File: config.mk
export PLATFORM = sky130hd
export DESIGN_NAME = index_entry_varlen_encoder
export DESIGN_NICKNAME = d
export VERILOG_FILES = /design/src/sv/iev_pkg.sv /design/src/sv/iev_front.sv /design/src/sv/iev_queue.sv /design/src/sv/iev_back.sv /design/src/sv/index_entry_varlen_encoder.sv
export SDC_FILE = /design/constraint.sdc
export NUM_CORES = 1
export LEC_CHECK = 0
export ABC_AREA = 1
export BUFFER_PORTS_ARGS = -buffer_cell sky130_fd_sc_hd__buf_2
export CORE_MARGIN = 5
export CORE_UTILIZATION = 45
export DETAILED_ROUTE_END_ITERATION = 7
export MAX_ROUTING_LAYER = met4
export PLACE_DENSITY = 0.64
export SETUP_SLACK_MARGIN = 0.1
export SLEW_MARGIN = 5
export SYNTH_ARGS = -nofsm -noshare
export SYNTH_HDL_FRONTEND = slang
export SYNTH_SLANG_ARGS = --single-unit
File: constraint.sdc
create_clock -name clock -period 5.5 [get_ports clock]
set_clock_uncertainty 0.05 [all_clocks]
set_input_delay 0.55 -clock clock [delete_from_list [all_inputs] [get_ports clock]]
set_output_delay 0.55 -clock clock [all_outputs]
set_load 0.02 [all_outputs]
File: src/sv/iev_pkg.sv
// Shared types and constants for the index entry variable-length encoder.
// No dependencies; imported by every module of the block.
package iev_pkg;

   // widths of the packed posting word and its byte count
   localparam int unsigned WordBits  = 72;
   localparam int unsigned CountBits = 4;

   // layout codes carried in the top two bits of the first byte
   localparam logic [1:0] FMT_3BYTE = 2'd0;
   localparam logic [1:0] FMT_4BYTE = 2'd1;
   localparam logic [1:0] FMT_5BYTE = 2'd2;
   localparam logic [1:0] FMT_9BYTE = 2'd3;

   // byte counts per layout
   localparam logic [CountBits-1:0] LEN_3BYTE = 4'd3;
   localparam logic [CountBits-1:0] LEN_4BYTE = 4'd4;
   localparam logic [CountBits-1:0] LEN_5BYTE = 4'd5;
   localparam logic [CountBits-1:0] LEN_9BYTE = 4'd9;
   localparam logic [CountBits-1:0] LEN_ERROR = 4'd1;

   // one posting as accepted on the request side
   typedef struct packed {
      logic [31:0] record_number;
      logic [15:0] field_number;
      logic [15:0] paragraph_number;
      logic [15:0] sentence_number;
      logic [15:0] word_position;
   } req_type;

   // one encoded byte as delivered on the response side
   typedef struct packed {
      logic [7:0] data_byte;
      logic       last_byte;
      logic [1:0] format_code;
      logic       encode_error;
   } rsp_type;

   // classified posting, first byte in the top eight bits of the word
   typedef struct packed {
      logic [WordBits-1:0]  word;
      logic [CountBits-1:0] nbytes;
      logic [1:0]           code;
      logic                 error;
   } entry_type;

   // queue control driven by the serializer
   typedef struct packed {
      logic valid;
      logic pop;
   } qctl_type;

endpackage

File: src/sv/iev_front.sv
// Front end: checks the posting against the four layout limits and packs it.
// Depends on iev_pkg for the request and entry types.
module iev_front
   import iev_pkg::*;
(
   input  req_type   req,
   output entry_type entry
);

   logic fit0, fit1, fit2, fit3;

   // limit checks for each layout
   always_comb begin
      fit0 = (req.word_position < 16'd16) && (req.sentence_number < 16'd2) &&
             (req.paragraph_number < 16'd2) && (req.field_number < 16'd16) &&
             (req.record_number < 32'd4096);
      fit1 = (req.word_position < 16'd16) && (req.sentence_number < 16'd16) &&
             (req.paragraph_number < 16'd8) && (req.field_number < 16'd32) &&
             (req.record_number < 32'd16384);
      fit2 = (req.word_position < 16'd32) && (req.sentence_number < 16'd64) &&
             (req.paragraph_number < 16'd64) && (req.field_number < 16'd32) &&
             (req.record_number < 32'd65536);
      fit3 = (req.word_position < 16'd1024) && (req.sentence_number < 16'd2048) &&
             (req.paragraph_number < 16'd16384) && (req.field_number < 16'd256) &&
             (req.record_number < 32'd134217728);
   end

   // first layout that fits wins, packed msb first after the code bits
   always_comb begin
      entry = '0;
      priority if (fit0) begin
         entry.word   = {FMT_3BYTE, req.word_position[3:0], req.sentence_number[0],
                         req.paragraph_number[0], req.field_number[3:0],
                         req.record_number[11:0], 48'd0};
         entry.nbytes = LEN_3BYTE;
         entry.code   = FMT_3BYTE;
      end else if (fit1) begin
         entry.word   = {FMT_4BYTE, req.word_position[3:0], req.sentence_number[3:0],
                         req.paragraph_number[2:0], req.field_number[4:0],
                         req.record_number[13:0], 40'd0};
         entry.nbytes = LEN_4BYTE;
         entry.code   = FMT_4BYTE;
      end else if (fit2) begin
         entry.word   = {FMT_5BYTE, req.word_position[4:0], req.sentence_number[5:0],
                         req.paragraph_number[5:0], req.field_number[4:0],
                         req.record_number[15:0], 32'd0};
         entry.nbytes = LEN_5BYTE;
         entry.code   = FMT_5BYTE;
      end else if (fit3) begin
         entry.word   = {FMT_9BYTE, req.word_position[9:0], req.sentence_number[10:0],
                         req.paragraph_number[13:0], req.field_number[7:0],
                         req.record_number[26:0]};
         entry.nbytes = LEN_9BYTE;
         entry.code   = FMT_9BYTE;
      end else begin
         entry.word   = '0;
         entry.nbytes = LEN_ERROR;
         entry.code   = FMT_3BYTE;
         entry.error  = 1'b1;
      end
   end

endmodule

File: src/sv/iev_queue.sv
// Two-entry queue between the classifier and the byte serializer.
// Depends on iev_pkg for the entry and control types.
module iev_queue
   import iev_pkg::*;
(
   input  logic      clock,
   input  logic      reset,
   input  logic      push,
   input  entry_type wr_entry,
   output logic      full,
   input  qctl_type  ctl_in,
   output entry_type rd_entry,
   output logic      valid
);

   entry_type  slot_ff [2];
   logic       wr_ptr_ff, wr_ptr_in;
   logic       rd_ptr_ff, rd_ptr_in;
   logic [1:0] count_ff, count_in;
   logic       do_push, do_pop;

   // status and pointer update
   always_comb begin
      full      = (count_ff == 2'd2);
      valid     = (count_ff != 2'd0);
      do_push   = push && !full;
      do_pop    = ctl_in.pop && valid;
      wr_ptr_in = do_push ? !wr_ptr_ff : wr_ptr_ff;
      rd_ptr_in = do_pop ? !rd_ptr_ff : rd_ptr_ff;
      count_in  = count_ff + {1'b0, do_push} - {1'b0, do_pop};
      rd_entry  = slot_ff[rd_ptr_ff];
   end

   // control registers
   always_ff @(posedge clock) begin
      if (reset) begin
         wr_ptr_ff <= 1'b0;
         rd_ptr_ff <= 1'b0;
         count_ff  <= 2'd0;
      end else begin
         wr_ptr_ff <= wr_ptr_in;
         rd_ptr_ff <= rd_ptr_in;
         count_ff  <= count_in;
      end
   end

   // entry storage
   always_ff @(posedge clock) begin
      if (do_push) begin
         slot_ff[wr_ptr_ff] <= wr_entry;
      end
   end

endmodule

File: src/sv/iev_back.sv
// Back end: shifts a packed posting into an output register, one byte per cycle while that register is free or popped.
// Depends on iev_pkg for the entry, control and response types.
module iev_back
   import iev_pkg::*;
(
   input  logic      clock,
   input  logic      reset,
   input  entry_type entry,
   input  logic      entry_valid,
   output qctl_type  qctl,
   output rsp_type   rsp,
   output logic      out_valid,
   input  logic      out_pop
);

   logic [WordBits-1:0]  shift_ff, shift_in;
   logic [CountBits-1:0] left_ff, left_in;
   logic [1:0]           code_ff, code_in;
   logic                 error_ff, error_in;
   logic                 busy_ff, busy_in;
   logic                 ovalid_ff, ovalid_in;
   rsp_type              out_ff, out_in;
   logic                 can_out, load;

   // emit a byte when the output register is free, reload when idle or on the last byte
   always_comb begin
      can_out   = !ovalid_ff || out_pop;
      load      = entry_valid && (!busy_ff || (can_out && left_ff == 4'd1));
      qctl.valid = entry_valid;
      qctl.pop   = load;
      shift_in  = shift_ff;
      left_in   = left_ff;
      code_in   = code_ff;
      error_in  = error_ff;
      busy_in   = busy_ff;
      ovalid_in = ovalid_ff;
      out_in    = out_ff;
      if (can_out) begin
         ovalid_in = busy_ff;
         if (busy_ff) begin
            out_in.data_byte    = shift_ff[WordBits-1 -: 8];
            out_in.last_byte    = (left_ff == 4'd1);
            out_in.format_code  = code_ff;
            out_in.encode_error = error_ff;
            shift_in = {shift_ff[WordBits-9:0], 8'd0};
            left_in  = left_ff - 4'd1;
            busy_in  = (left_ff != 4'd1);
         end
      end
      if (load) begin
         shift_in = entry.word;
         left_in  = entry.nbytes;
         code_in  = entry.code;
         error_in = entry.error;
         busy_in  = 1'b1;
      end
      rsp       = out_ff;
      out_valid = ovalid_ff;
   end

   // control registers
   always_ff @(posedge clock) begin
      if (reset) begin
         busy_ff   <= 1'b0;
         ovalid_ff <= 1'b0;
         left_ff   <= '0;
      end else begin
         busy_ff   <= busy_in;
         ovalid_ff <= ovalid_in;
         left_ff   <= left_in;
      end
   end

   // payload registers
   always_ff @(posedge clock) begin
      shift_ff <= shift_in;
      code_ff  <= code_in;
      error_ff <= error_in;
      out_ff   <= out_in;
   end

endmodule

File: src/sv/index_entry_varlen_encoder.sv
// Index entry variable-length encoder: one posting in, 1 to 9 encoded bytes out.
// Path from push to the result ports: queue slot, serializer shift register, output register.
// Throughput: one byte per cycle while postings are queued and pop keeps up; a posting has
// 3, 4, 5 or 9 bytes, one for a posting that fits no layout.
// Reset: synchronous, active high; empties the queue, serializer and output.
// Depends on iev_pkg, iev_front, iev_queue and iev_back.
module index_entry_varlen_encoder
   import iev_pkg::*;
(
   input  logic    clock,
   input  logic    reset,
   input  logic    push,
   output logic    full,
   input  req_type req_data,
   output logic    empty,
   input  logic    pop,
   output rsp_type rsp_data
);

   entry_type front_entry;
   entry_type queue_entry;
   logic      queue_valid;
   qctl_type  queue_ctl;
   logic      out_valid;

   // classify and pack
   iev_front u_front (
      .req   (req_data),
      .entry (front_entry)
   );

   // decoupling queue
   iev_queue u_queue (
      .clock    (clock),
      .reset    (reset),
      .push     (push),
      .wr_entry (front_entry),
      .full     (full),
      .ctl_in   (queue_ctl),
      .rd_entry (queue_entry),
      .valid    (queue_valid)
   );

   // byte serializer
   iev_back u_back (
      .clock       (clock),
      .reset       (reset),
      .entry       (queue_entry),
      .entry_valid (queue_valid),
      .qctl        (queue_ctl),
      .rsp         (rsp_data),
      .out_valid   (out_valid),
      .out_pop     (pop)
   );

   assign empty = !out_valid;

   // an error transaction is a single zero byte with layout code zero
   a_error_shape: assert property (@(posedge clock) disable iff (reset)
      (!empty && rsp_data.encode_error) |->
         (rsp_data.last_byte && rsp_data.data_byte == 8'd0 &&
          rsp_data.format_code == FMT_3BYTE))
      else $error("error transaction is malformed");

   // after a non-final byte is taken, the next byte of the posting follows at once
   a_no_gap: assert property (@(posedge clock) disable iff (reset)
      (pop && !empty && !rsp_data.last_byte) |=> !empty)
      else $error("gap inside a posting");

   // the layout code holds across the bytes of one posting
   a_code_holds: assert property (@(posedge clock) disable iff (reset)
      (pop && !empty && !rsp_data.last_byte) |=>
         (rsp_data.format_code == $past(rsp_data.format_code)))
      else $error("layout code changed inside a posting");

   // a waiting byte stays until taken
   a_hold: assert property (@(posedge clock) disable iff (reset)
      (!empty && !pop) |=> (!empty && $stable(rsp_data)))
      else $error("result dropped while stalled");

endmodule

==> metrics.md <==
| Metric | Value |
|---|---|
| GR met1 Demand/Resource | `28.4%` |
| Comb pwr share | `roughly a quarter` |
| Gpl congestion | `0.914` |
| Leakage Power | `just under 5 nW` |
| 1st-iter DRT viols | `just under 700` |
| Flop2flop setup slack | `~2200 ps` |
| Fin nets | `around 1200` |
| RSZ-0062 raised after global routing | `no` |
| Max Fclk | `303 MHz` |
| Final slew viol count | `0` |
| Final hold viol count | `0` |
| Routed wire per std cell | `roughly 19 µm` |
| # Post-CTS Setup Buffers | `0` |
| Vias in the first global route | `7363` |
| DP HPWL | `18200 µm` |
| Max incr delay on CP | `770 ps` |
| Worst-case clock buffer depth | `3` |
| Routed Antenna Nets | `0` |
| Post-synthesis instance area | `about 11000 µm²` |
| Status | `completed` |
| Hold_buf cts | `0` |
| MaxCap Viol Count | `0` |
| Syn Inst Count | `1021` |
| Grt met3 use | `3.31%` |
| First-pass GRT wire length | `42300 µm` |
| Chip width | `166 µm` |
| R2r startpoint | `u_back.left_ff[1]$_SDFFE_PP0P_` |
| Largest family of logic cells by synthesized area | `simple AND/OR/NAND/NOR gates` |
| Worst slew pin tran | `1110 ps` |
| CP Launch Point | `u_back.left_ff[1]$_SDFFE_PP0P_` |
| CP cell instances | `inv_1, ha_1, nand3_1, o21ai_0, nand2_1, clkinv_2, buf_4, a31oi_1` |
| All-Layer GR Usage | `19.9%` |
| Slew HR | `25.4%` |
| Post-CTS sizing | `0` |
| DRC | `0` |
| Pin count of the biggest net entering global routing | `87` |
| Fin Setup TNS | `0 ps` |
| Multiplexer share of the synthesized area | `0.0914%` |
| Site row count | `57` |
| TritonRoute pass-1 iters | `7` |
| Synth cell types | `29` |
| Sw frac | `32.6%` |
| XOR/XNOR Fraction of Synth Area | `0.160%` |
| Compound-cell area share of the yosys netlist | `roughly 5.6%` |
| Gr ovfl total | `0` |
| Drt total wl | `27400 µm` |
| Peak VDD IR | `roughly 0.36 mV` |
| NetSw | `2.02 mW` |
| Hold Path Class | `in2reg` |
| Clock power frac | `24.6%` |
| Antenna violations before repair | `0` |
| Drt via density | `5.28` |
| Post-Synth Adder-Cell Area | `0.457%` |
| CTS Buf Count | `25` |
| Slowest CP cell | `buf_4` |
| Internal | `4.17 mW` |
| Core ar. | `between 20000 and 25000 µm²` |
| Critical Path End Type | `flip-flop` |
| Clk root buf | `clkbuf_16` |
| H-tree depth | `1` |
| Syn Area/Cell | `about 11 µm²` |
| Hold Crit Start | `reset` |
| Layout area overhead | `13.9%` |
| Final setup viols | `0` |
| Flop pwr share | `49.5%` |
| Flops & latches, synth | `252` |
| Syn_nets | `~1100` |
| Die area | `27600 µm²` |
| Clk slew on worst S/H paths | `60 ps` |
| GR Util met2 | `29.9%` |
| Diode count | `0` |
| Die Y | `between 150 and 200 µm` |
| Tmin final | `3300 ps` |
| Critical path class | `reg2reg` |
| CTS tree | `done` |
| PD cells | `495 nW/µm²` |
| Worst-path maximum fanout | `86` |
| Final period utilization | `60.0%` |
| Util after Layout | `51.6%` |
| Crit path DAT | `3470 ps` |
| GRT Max-Usage Layer | `met2` |
| Yosys warns | `0` |
| Worst endpoint required time | `5670 ps` |
| Sequential element share of the synthesized area | `68.1%` |
| I/O pin cnt | `114` |
| Synth Area in Simple Gates | `20.8%` |
| Initial Util | `a little under half` |
| Clock tree sinks | `252` |
| Worst skew pair latency | `520 ps` |
| Port bufs | `113` |
| Routed vias | `7724` |
| Worst setup SP type | `flip-flop` |
| Share of cells above drive strength 1 | `about 17%` |
| Fill cells | `2143` |
-- registers in the layout, indices dropped and copies added, names as in the netlist, named ones only --
register           flops
u_back.code_ff         2
u_back.rsp            12
u_back.busy_ff         1
u_queue.wr_ptr_ff      1
u_queue.count_ff       2
u_back.shift_ff       72
u_queue.slot_ff      154
u_back.out_valid       1
u_queue.rd_ptr_ff      1
u_back.left_ff         4
u_back.error_ff        1
-- power groups by stage --
stage	Sequential, mW	Combinational (mW)	Clock, mW
floorplan	3.08	1.11	0
global placement	3.11	1.56	0
detailed placement	3.10	1.61	0
CTS	3.07	1.61	1.54
global route	3.12	1.79	1.62
finish	3.06	1.60	1.52
-- worst max-delay path, delay by kind of cell, from the launching register on --
kind                     cells  cell delay (ps)
flip-flops                   1              310
AO/OA/AOI/OAI                2              430
adder cells (fa/ha/maj)      1              140
buffers and inverters        3             1480
AND/OR/NAND/NOR              2              530
-- layer usage --
| metal | share of wire, % | vias to the layer above |
|---|---|---|
| met5 | 0 | - |
| met1 | 45 | 3621 |
| met3 | 7.6 | 47 |
| met2 | 45 | 342 |
| li1 | - | 3714 |
| met4 | 2.6 | 0 |
-- worst paths after layout --
kind / end / cells past startpoint
min reg2reg: u_back.rsp[4]$_DFFE_PP_ / 0
max reg2reg: u_back.shift_ff[30]$_DFFE_PP_ / 8
min: u_queue.count_ff[0]$_SDFF_PP0_ / 2
max: u_back.shift_ff[30]$_DFFE_PP_ / 8
-- cells by family (layout without fill, tap and decap cells) --
kind of cell	Yosys count	count (layout)
xor gates and xnor gates	2	2
adders and majority gates	4	4
muxes	1	1
and+or+nand+nor	541	541
buffers and inverters	122	241
AOI/OAI and AO/OA	99	99
DFF	252	252
-- cell type report --
class / count / area [µm²] / area share [%]
flip-flops and latches: 252 / 7460 / 59.7
clock inverters: 14 / 75.1 / 0.601
clock buffers: 30 / 644 / 5.16
multi-input cells: 647 / 2980 / 23.9
well taps: 324 / 405 / 3.25
inverters: 75 / 285 / 2.29
repair buffers: 122 / 633 / 5.07
-- cell usage after synthesis --
master | n | area [µm²]
a21oi_1 | 15 | 75.1
nand2_4 | 1 | 11.3
ha_1 | 4 | 50.1
dfxtp_1 | 11 | 220
buf_6 | 6 | 67.6
mux2i_1 | 1 | 10.0
or2_1 | 1 | 6.26
o21ai_0 | 9 | 45.0
o211ai_1 | 2 | 15.0
nand2_2 | 2 | 12.5
edfxtp_1 | 241 | 7240
a31oi_1 | 65 | 407
o21ai_2 | 8 | 70.1
nand3_4 | 1 | 17.5
buf_4 | 2 | 15.0
clkbuf_1 | 23 | 86.3
nor2_4 | 5 | 56.3
nand2_1 | 284 | 1070
xor2_1 | 2 | 17.5
nand4_1 | 26 | 163
nand3_1 | 51 | 255
inv_4 | 1 | 6.26
nor3_1 | 5 | 25.0
nor2_2 | 5 | 31.3
inv_1 | 69 | 259
nor2_8 | 2 | 40.0
inv_2 | 5 | 18.8
nor2_1 | 158 | 593
buf_2 | 16 | 80.1
-- layout by cell type (no fill, tap or decap), drive strengths merged, types with 5 or more instances in the layout --
cell type | synthesis | final
a31oi | 65 | 65
nand3 | 52 | 52
buf | 24 | 122
nand2 | 287 | 287
clkbuf | 23 | 30
clkinv | 0 | 11
nand4 | 26 | 26
dfxtp | 11 | 11
edfxtp | 241 | 241
a21oi | 15 | 15
nor3 | 5 | 5
inv | 75 | 76
nor2 | 170 | 170
o21ai | 17 | 17
-- stage by stage --
step	cells	setup slack (ps)	area (µm²)	total power, mW	hold WS (ps)
floorplan	1021	1010	11000	4.19	350
global placement	1420	1950	11800	4.67	353
detailed placement	1420	1930	11800	4.71	355
CTS	1464	2160	12500	6.23	214
global route	1464	1850	12500	6.53	237
finish	1464	2200	12500	6.18	226
(Power assumes the default switching activity.)
